File: config.mk
export PLATFORM = sky130hd
export DESIGN_NAME = two_road_priority_traffic_light_unit
export DESIGN_NICKNAME = d
export VERILOG_FILES = /design/src/rtl/trtl_pkg.sv /design/src/rtl/two_road_priority_traffic_light_unit.sv
export SDC_FILE = /design/constraint.sdc
export NUM_CORES = 1
export LEC_CHECK = 0
export ABC_AREA = 0
export BUFFER_PORTS_ARGS = -buffer_cell sky130_fd_sc_hd__buf_2
export CAP_MARGIN = 25
export CORE_ASPECT_RATIO = 1.4
export CORE_MARGIN = 4
export CORE_UTILIZATION = 60
export CTS_CLUSTER_SIZE = 30
export DETAILED_ROUTE_END_ITERATION = 12
export HOLD_SLACK_MARGIN = 0.08
export PLACE_DENSITY = 0.94
export SYNTH_ARGS = -nofsm -noshare
export SYNTH_HDL_FRONTEND = slang
export SYNTH_SLANG_ARGS = --single-unit
export TNS_END_PERCENT = 5
File: constraint.sdc
create_clock -name clk_i -period 7.11 [get_ports clk_i]
set_clock_uncertainty 0.05 [all_clocks]
set_input_delay 0.3555 -clock clk_i [delete_from_list [all_inputs] [get_ports clk_i]]
set_output_delay 0.3555 -clock clk_i [all_outputs]
set_load 0.02 [all_outputs]
File: src/rtl/trtl_pkg.sv
// ---------------------------------------------------------------------------
// trtl_pkg
// types, codes and display helpers of the two road traffic light unit
// ---------------------------------------------------------------------------
package trtl_pkg;

  localparam int unsigned DistW   = 10;
  localparam int unsigned GreenW  = 7;
  localparam int unsigned YellowW = 4;
  localparam int unsigned BandW   = 10;
  localparam int unsigned SegW    = 7;
  localparam int unsigned CfgIdxW = 2;
  localparam int unsigned CfgW    = 10;
  localparam int unsigned InW     = 24;
  localparam int unsigned OutW    = 16;

  typedef enum logic [1:0] {
    PH_GREEN1,
    PH_YELLOW1,
    PH_GREEN2,
    PH_YELLOW2
  } phase_e;

  typedef enum logic [CfgIdxW-1:0] {
    CFG_LONG_GREEN,
    CFG_SHORT_GREEN,
    CFG_YELLOW_TICKS,
    CFG_EQUAL_BAND
  } cfg_idx_e;

  localparam logic [1:0] LightRed    = 2'd0;
  localparam logic [1:0] LightGreen  = 2'd1;
  localparam logic [1:0] LightYellow = 2'd2;

  localparam logic [1:0] PrioEqual = 2'd0;
  localparam logic [1:0] PrioA     = 2'd1;
  localparam logic [1:0] PrioB     = 2'd2;

  localparam logic RoadA = 1'b0;
  localparam logic RoadB = 1'b1;

  localparam logic [GreenW-1:0]  LongGreenRst   = 7'd10;
  localparam logic [GreenW-1:0]  ShortGreenRst  = 7'd5;
  localparam logic [YellowW-1:0] YellowTicksRst = 4'd2;
  localparam logic [BandW-1:0]   EqualBandRst   = 10'd5;

  // count mod 10 via reciprocal multiply, exact for 7-bit values
  function automatic logic [3:0] mod10(input logic [GreenW-1:0] x);
    logic [14:0] prod;
    logic [3:0]  quo;
    logic [GreenW-1:0] tens;
    prod = {8'd0, x} * 15'd205;
    quo  = prod[14:11];
    tens = GreenW'({3'd0, quo} * 7'd10);
    return 4'(x - tens);
  endfunction

  // common-cathode pattern, bit0 segment a
  function automatic logic [SegW-1:0] seg_of_digit(input logic [3:0] d);
    logic [SegW-1:0] s;
    case (d)
      4'd0:    s = 7'h3F;
      4'd1:    s = 7'h06;
      4'd2:    s = 7'h5B;
      4'd3:    s = 7'h4F;
      4'd4:    s = 7'h66;
      4'd5:    s = 7'h6D;
      4'd6:    s = 7'h7D;
      4'd7:    s = 7'h07;
      4'd8:    s = 7'h7F;
      4'd9:    s = 7'h6F;
      default: s = 7'h00;
    endcase
    return s;
  endfunction

endpackage

File: src/rtl/two_road_priority_traffic_light_unit.sv
// ---------------------------------------------------------------------------
// two_road_priority_traffic_light_unit
// per-tick sequencer for two roads with distance based priority and
// seven-segment countdown display
// ---------------------------------------------------------------------------
// an accepted tick's result stands in the output register in the next cycle
// throughput: one tick per cycle while the output is not stalled, set by the single state update per transaction
// the output register lets a new tick in while the held result is taken
// reset: asynchronous, registers but the output data to their defaults, phase at first green, idle
// ---------------------------------------------------------------------------
module two_road_priority_traffic_light_unit (
  input  logic                              clk_i,
  input  logic                              rst_ni,
  // dist_a [9:0], dist_b [19:10], zero pad [23:20]
  input  logic [trtl_pkg::InW-1:0]          s_axis_tdata,
  input  logic                              s_axis_tvalid,
  output logic                              s_axis_tready,
  // light_a [1:0], light_b [3:2], segments [10:4], priority_code [12:11],
  // go_road [13], zero pad [15:14]
  output logic [trtl_pkg::OutW-1:0]         m_axis_tdata,
  output logic                              m_axis_tvalid,
  input  logic                              m_axis_tready,
  input  logic                              cfg_we_i,
  input  logic [trtl_pkg::CfgIdxW-1:0]      cfg_index_i,
  input  logic [trtl_pkg::CfgW-1:0]         cfg_data_i
);
  import trtl_pkg::*;

  logic [GreenW-1:0]  long_green_q, short_green_q;
  logic [YellowW-1:0] yellow_ticks_q;
  logic [BandW-1:0]   equal_band_q;

  phase_e            phase_q, phase_d;
  logic [GreenW-1:0] tick_count_q, tick_count_d;
  logic              first_road_q, first_road_d;
  logic [GreenW-1:0] second_green_q, second_green_d;
  logic [1:0]        prio_q, prio_d;
  logic              running_q, running_d;

  logic              out_valid_q;
  logic [OutW-1:0]   out_data_q, out_data_d;

  logic [DistW-1:0]  dist_a, dist_b, diff;
  logic              accept;
  phase_e            ph_cur;
  logic [GreenW-1:0] cnt_cur;
  logic              road;
  logic [1:0]        lamp;
  logic [SegW-1:0]   seg;

  assign dist_a = s_axis_tdata[DistW-1:0];
  assign dist_b = s_axis_tdata[2*DistW-1:DistW];
  assign diff   = (dist_a > dist_b) ? (dist_a - dist_b) : (dist_b - dist_a);

  assign s_axis_tready = !out_valid_q || m_axis_tready;
  assign accept        = s_axis_tvalid && s_axis_tready;

  // cycle start selection
  always_comb begin
    first_road_d   = first_road_q;
    second_green_d = second_green_q;
    prio_d         = prio_q;
    ph_cur         = phase_q;
    cnt_cur        = tick_count_q;
    if (!running_q) begin
      ph_cur  = PH_GREEN1;
      cnt_cur = long_green_q;
      if (diff < equal_band_q) begin
        prio_d         = PrioEqual;
        first_road_d   = RoadA;
        second_green_d = long_green_q;
      end else if (dist_a < dist_b) begin
        prio_d         = PrioA;
        first_road_d   = RoadA;
        second_green_d = short_green_q;
      end else begin
        prio_d         = PrioB;
        first_road_d   = RoadB;
        second_green_d = short_green_q;
      end
    end
  end

  // next state
  always_comb begin
    phase_d      = ph_cur;
    tick_count_d = cnt_cur;
    running_d    = 1'b1;
    unique case (ph_cur)
      PH_GREEN1, PH_GREEN2: begin
        if (cnt_cur == '0) begin
          phase_d      = (ph_cur == PH_GREEN1) ? PH_YELLOW1 : PH_YELLOW2;
          tick_count_d = {3'd0, yellow_ticks_q};
        end else begin
          tick_count_d = cnt_cur - 1'b1;
        end
      end
      PH_YELLOW1: begin
        if (cnt_cur <= 7'd1) begin
          phase_d      = PH_GREEN2;
          tick_count_d = second_green_d;
        end else begin
          tick_count_d = cnt_cur - 1'b1;
        end
      end
      PH_YELLOW2: begin
        if (cnt_cur <= 7'd1) begin
          phase_d      = PH_GREEN1;
          tick_count_d = '0;
          running_d    = 1'b0;
        end else begin
          tick_count_d = cnt_cur - 1'b1;
        end
      end
      default: begin
        phase_d = PH_GREEN1;
      end
    endcase
  end

  // outputs of the tick
  always_comb begin
    road = first_road_d;
    lamp = LightGreen;
    seg  = seg_of_digit(mod10(cnt_cur));
    unique case (ph_cur)
      PH_GREEN1: begin
        road = first_road_d;
      end
      PH_YELLOW1: begin
        lamp = LightYellow;
        seg  = seg_of_digit(4'd0);
      end
      PH_GREEN2: begin
        road = !first_road_d;
      end
      PH_YELLOW2: begin
        road = !first_road_d;
        lamp = LightYellow;
        seg  = seg_of_digit(4'd0);
      end
      default: begin
        road = first_road_d;
      end
    endcase
    out_data_d = {2'b00, road, prio_d, seg,
                  (road == RoadB) ? lamp : LightRed,
                  (road == RoadA) ? lamp : LightRed};
  end

  always_ff @(posedge clk_i or negedge rst_ni) begin
    if (!rst_ni) begin
      long_green_q   <= LongGreenRst;
      short_green_q  <= ShortGreenRst;
      yellow_ticks_q <= YellowTicksRst;
      equal_band_q   <= EqualBandRst;
    end else if (cfg_we_i) begin
      unique case (cfg_index_i)
        CFG_LONG_GREEN:   long_green_q   <= cfg_data_i[GreenW-1:0];
        CFG_SHORT_GREEN:  short_green_q  <= cfg_data_i[GreenW-1:0];
        CFG_YELLOW_TICKS: yellow_ticks_q <= cfg_data_i[YellowW-1:0];
        CFG_EQUAL_BAND:   equal_band_q   <= cfg_data_i[BandW-1:0];
        default: ;
      endcase
    end
  end

  always_ff @(posedge clk_i or negedge rst_ni) begin
    if (!rst_ni) begin
      phase_q        <= PH_GREEN1;
      tick_count_q   <= '0;
      first_road_q   <= RoadA;
      second_green_q <= '0;
      prio_q         <= PrioEqual;
      running_q      <= 1'b0;
    end else if (accept) begin
      phase_q        <= phase_d;
      tick_count_q   <= tick_count_d;
      first_road_q   <= first_road_d;
      second_green_q <= second_green_d;
      prio_q         <= prio_d;
      running_q      <= running_d;
    end
  end

  always_ff @(posedge clk_i or negedge rst_ni) begin
    if (!rst_ni) begin
      out_valid_q <= 1'b0;
    end else if (accept) begin
      out_valid_q <= 1'b1;
    end else if (m_axis_tready) begin
      out_valid_q <= 1'b0;
    end
  end

  always_ff @(posedge clk_i) begin
    if (accept) begin
      out_data_q <= out_data_d;
    end
  end

  assign m_axis_tvalid = out_valid_q;
  assign m_axis_tdata  = out_data_q;

endmodule

==> impl_metrics.toml, run 1 <==
[clocking]
cts_setup_buffers = 0
cts_hold_buf = 0
clk_latency_ns = 0.33
cts_resized = 0
cts_num_sinks = 63
cts_tree = "built"
ctsHtreeMaxLevel = 3
cts_made_buffers = 9
root_buffer = "clkbuf_16"
cts_buffer_depth = 2
path_clk_slew_ns = 0.05

[timing]
grt_setup_unrepaired = "no"
layout_min_cycle_time_ns = 6.52
setup_viol = 0
hold_violations = 0
slew_violations = 0
slew_headroom = 0.331
fmax_mhz = 153
fin_crit_sh = 0.917
worstMarginPinSlew_ns = 1.00
finalSetupTns_ns = 0

[synth]
synth-compound-area-share = 0.138
yosys.area_share.simple = 0.110
yosys-top-cells-area = "dfrtp_1, ha_1, edfxtp_1"
avgSynthCellArea_um2 = 9.89
synth_top_area_cell = "dfrtp_1"
ys_dominant_reg_cell = "dfrtp_1"
muxShareOfSynthArea = 0.0937
synth_cells = 510
ys_seq_elements = 63
synthAdderAreaFrac = 0.227
synth_top_family_by_area = "adder cells"
synth-xor-area-share = 0.0347
synth_area_mm2 = 0.00505
synth-edff-count = 14
yosysSeqAreaShare = 0.328
async_flop_share = 0.778
yosysWarnings = 0
synth.top_cell.area_share = 0.208
synth_cell_types = 56

[final_layout]
mostFrequentLayoutCell = "ha_1"
n_antenna_cell = 0
drive_gt1_frac = 0.196
finalNetCount = 691
final_cell_mix = "ha_1, inv_1, buf_2, dfrtp_1, nand2_1"
area_delta_synth_final_pct = 12.9

[global_routing]
grt_use_total = 0.236
grt_pass1_wl_um = 18500
overflow = 0
antenna_found_initial = 0
grt_max_degree = 50
first_global_vias = 4209

[die]
die_area_mm2 = 0.00996
rows = 39
start_util = 0.616
io_pins = 59
die_w_um = 85.5
die_y_um = 117
core_mm2 = 0.00820

[place]
dp_hpwl_um = 8810
gp_congestion = 0.904
portBuffers = 52

[critical_path]
cp-start-kind = "flop"
worstSetupEndpointType = "flop"
worst-path-max-fanout = 23
worstSetupPathType = "flop to flop"
cp.arrival_ns = 6.60
cp.required_ns = 7.19

[status]
run_status = "complete, no violations"

[route]
viasPerCell = 5.89
antenna_left = 0
dr.pass1.iters = 7
vias = 3959
drt-initial-drc-count = 215
drt_wl_total_um = 11000
wl_per_cell_um = 16.4
drc_errors = 0

[hold_path]
hp-class = "input pin to flop"

[run]
cap_violations = 0
[logic make-up after synthesis]
group / count (synthesis)
xor gates and xnor gates: 20
other: 1
and+or+nand+nor: 110
adders and majority gates: 85
buffers and inverters: 86
muxes: 43
DFF: 63
AOI/OAI and AO/OA: 102
[layout make-up]
class                   count  area, µm²
multi-input cells         362       3050
fillers                   609       2500
flip-flops and latches     63       1660
repair buffers             57        310
clock buffers              16        282
inverters                  72        270
well taps                 102        128
[final timing paths]
kind / startpoint / end / slack [ns] / cells after the start
max: running_q / m_axis_tdata[10] / 0.59 / 22
min: s_axis_tvalid / m_axis_tvalid / 0.18 / 2
max reg2reg: running_q / m_axis_tdata[10] / 0.59 / 22
min reg2reg: prio_q[0] / prio_q[0] / 0.44 / 2
max in group asynchronous: rst_ni / equal_band_q[0] / 6.01 / 3
min in group asynchronous: rst_ni / short_green_q[1] / 0.45 / 2
[cells in the mapped netlist, types with 7 or more instances]
cell / n
xnor2_1: 13
inv_1: 71
dfstp_2: 7
nand3_1: 11
a21oi_1: 20
clkbuf_1: 7
nor4_1: 7
fa_1: 11
nor2_1: 18
ha_1: 74
mux2i_1: 12
edfxtp_1: 14
nand2_1: 33
a221o_1: 7
dfrtp_1: 42
o21ai_0: 24
xor2_1: 7
a21o_1: 11
mux2_2: 30
[worst max-delay path: stages (launching register included)]
cell       delay (ns)
dfrtp_1          0.89
mux2i_1          0.63
ha_1             0.37
ha_1             0.22
fa_1             0.50
inv_1            0.06
fa_1             0.50
inv_1            0.04
ha_1             0.31
nand4_1          0.10
nand3_1          0.08
o21ai_0          0.35
nand2_1          0.16
xor2_1           0.17
ha_1             0.21
fa_1             0.38
xnor2_1          0.21
xnor2_1          0.18
xnor2_1          0.16
xnor2_1          0.14
buf_4            0.20
a21oi_1          0.09
a2111oi_2        0.33
[sequential cells by signal, summed over array words and instances, names as in the netlist, 2 cells and up]
signal / count
tick_count_q: 7
prio_q: 2
m_axis_tdata: 14
long_green_q: 7
equal_band_q: 10
second_green_q: 7
yellow_ticks_q: 4
short_green_q: 7
phase_q: 2
[per-stage QoR]
step	cell area [µm²]	hold WS, ns	worst slack, ns	util	std cells
floorplan	5050	0.00991	1.49	-	511
global placement	5380	0.399	0.901	0.656	653
detailed placement	5380	0.427	0.612	0.656	653
CTS	5660	0.176	0.585	0.691	669
global route	5700	0.196	0.218	0.695	672
finish	5700	0.184	0.588	0.695	672
[per-layer routing]
metal  GRT usage  share of wire  vias to the layer above  wire length [µm]
li1            -              -                     1897                 -
met1       0.226           0.35                     1923              3850
met2       0.454           0.57                      100              6300
met3      0.0529          0.039                       39               426
met4       0.140          0.041                        0               455
met5           0              0                        -                 0
Power of run 1 is left out: the tool's default activity adds up to more than one toggle a clock period on the data nets, which glitch-free logic cannot reach.
==> run 2, diff against run 1 <==
- BUFFER_PORTS_ARGS: -buffer_cell sky130_fd_sc_hd__buf_2 -> unset
- CORE_UTILIZATION: 60 -> 35
- DONT_BUFFER_PORTS: unset -> 1
- PLACE_DENSITY: 0.94 -> 0.61
==> impl_metrics.toml, run 2 (same netlist as run 1, synthesis figures left out) <==
[final_layout]
fill_cells = 1433
area_delta_synth_final_pct = 10.6
n_antenna_cell = 0
mostFrequentLayoutCell = "ha_1"
largest_register_ffs = 14
drive_gt1_frac = 0.123
finalNetCount = 640
final_cell_mix = "ha_1, inv_1, dfrtp_1, nand2_1, mux2_2"
seqCellArea_mm2 = 0.00166
multi_input_comb_area_mm2 = 0.00306

[place]
dp_hpwl_um = 8530
dpl_worst_slack_ns = 0.410
portBuffers = 0
gp_congestion = 0.875

[timing]
worstMarginPinSlew_ns = 0.852
slew_violations = 0
fmax_mhz = 156
grt_setup_unrepaired = "no"
hold_violations = 0
slew_headroom = 0.431
worst_slack_ns = 0.707
setup_viol = 0
fin_crit_sh = 0.901
finalSetupTns_ns = 0
layout_min_cycle_time_ns = 6.40

[hold_path]
worstHoldStart = "cfg_data_i[2]"
whs_endpoint = "yellow_ticks_q[2]"
whs_path_depth = 1
hp-class = "input pin to flop"

[clocking]
cts_buffer_depth = 2
cts_num_sinks = 63
clk_latency_ns = 0.33
cts_setup_buffers = 0
ctsHtreeMaxLevel = 3
cts_made_buffers = 9
root_buffer = "clkbuf_16"
cts_tree = "built"
path_clk_slew_ns = 0.06

[route]
antenna_left = 0
drc_errors = 0
drt_wl_total_um = 10400
dr.pass1.iters = 4
vias = 3617
viasPerCell = 5.14
wl_per_cell_um = 14.8
drt-initial-drc-count = 113

[critical_path]
r2r_cells = 22
r2r_setup_slack_ns = 0.71
reg2reg_to = "m_axis_tdata[10]"
cp-start-kind = "flop"
worstSetupPathType = "flop to flop"
cp.arrival_ns = 6.49
worst-path-max-fanout = 23
rr_startpoint = "running_q"
cp.required_ns = 7.19
worstSetupEndpointType = "flop"

[die]
core_mm2 = 0.0140
io_pins = 59
rows = 51
die_area_mm2 = 0.0164
die_y_um = 150
die_w_um = 109
start_util = 0.359

[global_routing]
overflow = 0
grt_max_degree = 50
grt_pass1_wl_um = 17700
grt_use_total = 0.136
first_global_vias = 3927
antenna_found_initial = 0

[status]
run_status = "complete, no violations"

[run]
cap_violations = 0
## run 2: worst max-delay path: stages, from the launching register on
cell and delay (ns):
dfrtp_1 0.87, mux2i_1 0.40, inv_1 0.18, ha_1 0.31, ha_1 0.29, fa_1 0.51, inv_1 0.05, fa_1 0.50
inv_1 0.04, ha_1 0.29, nand4_1 0.09, a211oi_1 0.06, o21ai_0 0.37, nand2_1 0.16, xor2_1 0.17, ha_1 0.20
fa_1 0.38, xnor2_1 0.18, xnor2_1 0.15, xnor2_1 0.12, xnor2_2 0.41, a21oi_1 0.13, a2111oi_2 0.30
## run 2: metal layers
metal,part of all wire,vias to the layer above,GRT usage
met1,0.37,1731,0.135
met5,0,-,0
met2,0.55,67,0.255
li1,-,1791,-
met3,0.037,28,0.0350
met4,0.044,0,0.0705
## run 2: metrics by stage
| step | hold WS (ns) | instances | cell area, µm² | utilization |
|---|---|---|---|---|
| floorplan | 0.00991 | 511 | 5050 | - |
| global placement | 0.0112 | 684 | 5220 | 0.372 |
| detailed placement | 0.0127 | 685 | 5230 | 0.372 |
| CTS | 0.109 | 704 | 5570 | 0.397 |
| global route | 0.105 | 704 | 5580 | 0.397 |
| finish | 0.122 | 704 | 5580 | 0.397 |
## run 2: worst max path at each step
stage / depth (start not counted) / from / endpoint
2_1_floorplan: 24 / running_q / m_axis_tdata[6]
3_3_place_gp: 22 / running_q / m_axis_tdata[10]
3_5_place_dp: 22 / running_q / m_axis_tdata[10]
4_1_cts: 22 / running_q / m_axis_tdata[10]
5_1_grt: 21 / running_q / m_axis_tdata[10]
6_report: 22 / running_q / m_axis_tdata[10]
## run 2: cell type report
type / instances / share of cell area
tap: 185 / 0.0415
sequential: 63 / 0.297
timing repair buffer: 6 / 0.0121
clock buffer: 12 / 0.0480
multi-input combinational: 362 / 0.548
inverter: 72 / 0.0484
clock inverter: 4 / 0.00493
## run 2: timing repair
action / 4_1_cts / 5_1_grt
setup endpoints to repair: 0 / 1
hold endpoints to repair: 50 / 0
hold buffers: 3 / 0
resized for setup: 0 / 1
Power of run 2 is left out for the same reason.
==> run 3, diff against run 2 <==
- clock period: 7.11 -> 7 ns (I/O delays scaled with it)
==> impl_metrics.toml, run 3 (same netlist as run 1, synthesis figures left out) <==
[status]
run_status = "complete, no violations"

[timing]
fin_crit_sh = 0.916
grt_setup_unrepaired = "no"
fmax_mhz = 156
hold_violations = 0
layout_min_cycle_time_ns = 6.41
finalSetupTns_ns = 0
setup_viol = 0
slew_headroom = 0.429
whs_ns = 0.113
worstMarginPinSlew_ns = 0.855
slew_violations = 0

[clocking]
cts_num_sinks = 63
clk_latency_ns = 0.33
cts_tree = "built"
path_clk_slew_ns = 0.06
ctsHtreeMaxLevel = 3
cts_setup_buffers = 0
root_buffer = "clkbuf_16"
cts_buffer_depth = 2
cts_made_buffers = 9

[final_layout]
drive_gt1_frac = 0.125
fill_cells = 1410
area_delta_synth_final_pct = 11.2
multi_input_comb_area_mm2 = 0.00306
largest_register_ffs = 14
seqCellArea_mm2 = 0.00166
mostFrequentLayoutCell = "ha_1"
n_antenna_cell = 0
finalNetCount = 641
final_cell_mix = "ha_1, inv_1, dfrtp_1, nand2_1, mux2_2"

[critical_path]
path_cells = "buf_4 > mux2i_1 > ha_1 > fa_1 > ha_1 > inv_1 > fa_1 > inv_1 > ha_1 > nand4_1 > a211oi_1 > o21ai_0 > nand2_1 > xor2_1 > ha_1 > fa_1 > xnor2_1 > xnor2_1 > xnor2_1 > xnor2_2 > a21oi_1 > a2111oi_2"
cp.arrival_ns = 6.50
cp.required_ns = 7.08
worstSetupPathType = "flop to flop"
cpMostUsedCell = "ha_1"
cpPeakStageDelay_ns = 0.60
crit_family = "adder cells"
worst-path-max-fanout = 13
cp_num_buf_inv = 3
cp-start-kind = "flop"
worstSetupEndpointType = "flop"
cpMaxStageDelayCell = "dfrtp_1"

[global_routing]
grt_use_total = 0.139
first_global_vias = 3867
grt_pass1_wl_um = 18100
grt_max_degree = 50
overflow = 0
antenna_found_initial = 0

[route]
wl_per_cell_um = 15.3
drt-initial-drc-count = 130
dr.pass1.iters = 4
drc_errors = 0
drt_wl_total_um = 10800
viasPerCell = 5.15
antenna_left = 0
vias = 3629

[place]
dp_hpwl_um = 8660
portBuffers = 0
gp_congestion = 0.878

[die]
start_util = 0.359
die_w_um = 109
die_y_um = 150
io_pins = 59
die_area_mm2 = 0.0164
rows = 51
core_mm2 = 0.0140

[hold_path]
hp-class = "input pin to flop"

[run]
cap_violations = 0
run 3: area by class of cell:
| cell class | instances | share of cell area |
|---|---|---|
| timing repair buffer | 7 | 0.0134 |
| inverter | 72 | 0.0482 |
| clock buffer | 9 | 0.0401 |
| tap | 185 | 0.0412 |
| multi-input combinational | 362 | 0.545 |
| sequential | 63 | 0.295 |
| clock inverter | 7 | 0.0169 |
run 3: worst register-to-register path: stages (launching register included):
cell and delay [ns]:
dfrtp_1 0.60, buf_4 0.28, mux2i_1 0.43, ha_1 0.36, fa_1 0.48, ha_1 0.29, inv_1 0.06, fa_1 0.50
inv_1 0.04, ha_1 0.31, nand4_1 0.11, a211oi_1 0.06, o21ai_0 0.39, nand2_1 0.17, xor2_1 0.18, ha_1 0.20
fa_1 0.37, xnor2_1 0.19, xnor2_1 0.16, xnor2_1 0.12, xnor2_2 0.44, a21oi_1 0.13, a2111oi_2 0.30
run 3: through the flow:
step                cells  utilization  cell area [µm²]  setup WS (ns)
global route          705        0.400             5610         0.0315
floorplan             511            -             5050           1.38
finish                705        0.400             5610          0.586
CTS                   705        0.399             5600          0.329
detailed placement    686        0.373             5240          0.364
global placement      685        0.373             5230          0.588
run 3: metal layers:
metal | GRT usage | share of wire | up-vias
met5 | 0 | 0 | -
met4 | 0.0580 | 0.024 | 0
met3 | 0.0298 | 0.035 | 15
met2 | 0.264 | 0.57 | 61
met1 | 0.143 | 0.37 | 1750
li1 | - | - | 1803
run 3: final timing paths:
| kind | startpoint | end | slack [ns] | cells past startpoint |
|---|---|---|---|---|
| min | cfg_data_i[7] | equal_band_q[7] | 0.11 | 1 |
| max in group asynchronous | rst_ni | long_green_q[3] | 6.15 | 2 |
| max | running_q | m_axis_tdata[10] | 0.59 | 22 |
| max reg2reg | running_q | m_axis_tdata[10] | 0.59 | 22 |
| min reg2reg | tick_count_q[5] | tick_count_q[5] | 0.42 | 2 |
| min in group asynchronous | rst_ni | m_axis_tvalid | 0.46 | 2 |
run 3: repair_timing:
item                                    in CTS  in global routing
hold endpoints to repair                    50                  0
hold buffers                                 3                  0
resized for setup                            0                  1
endpoints found under the setup margin       0                  6
Power of run 3 is left out for the same reason.
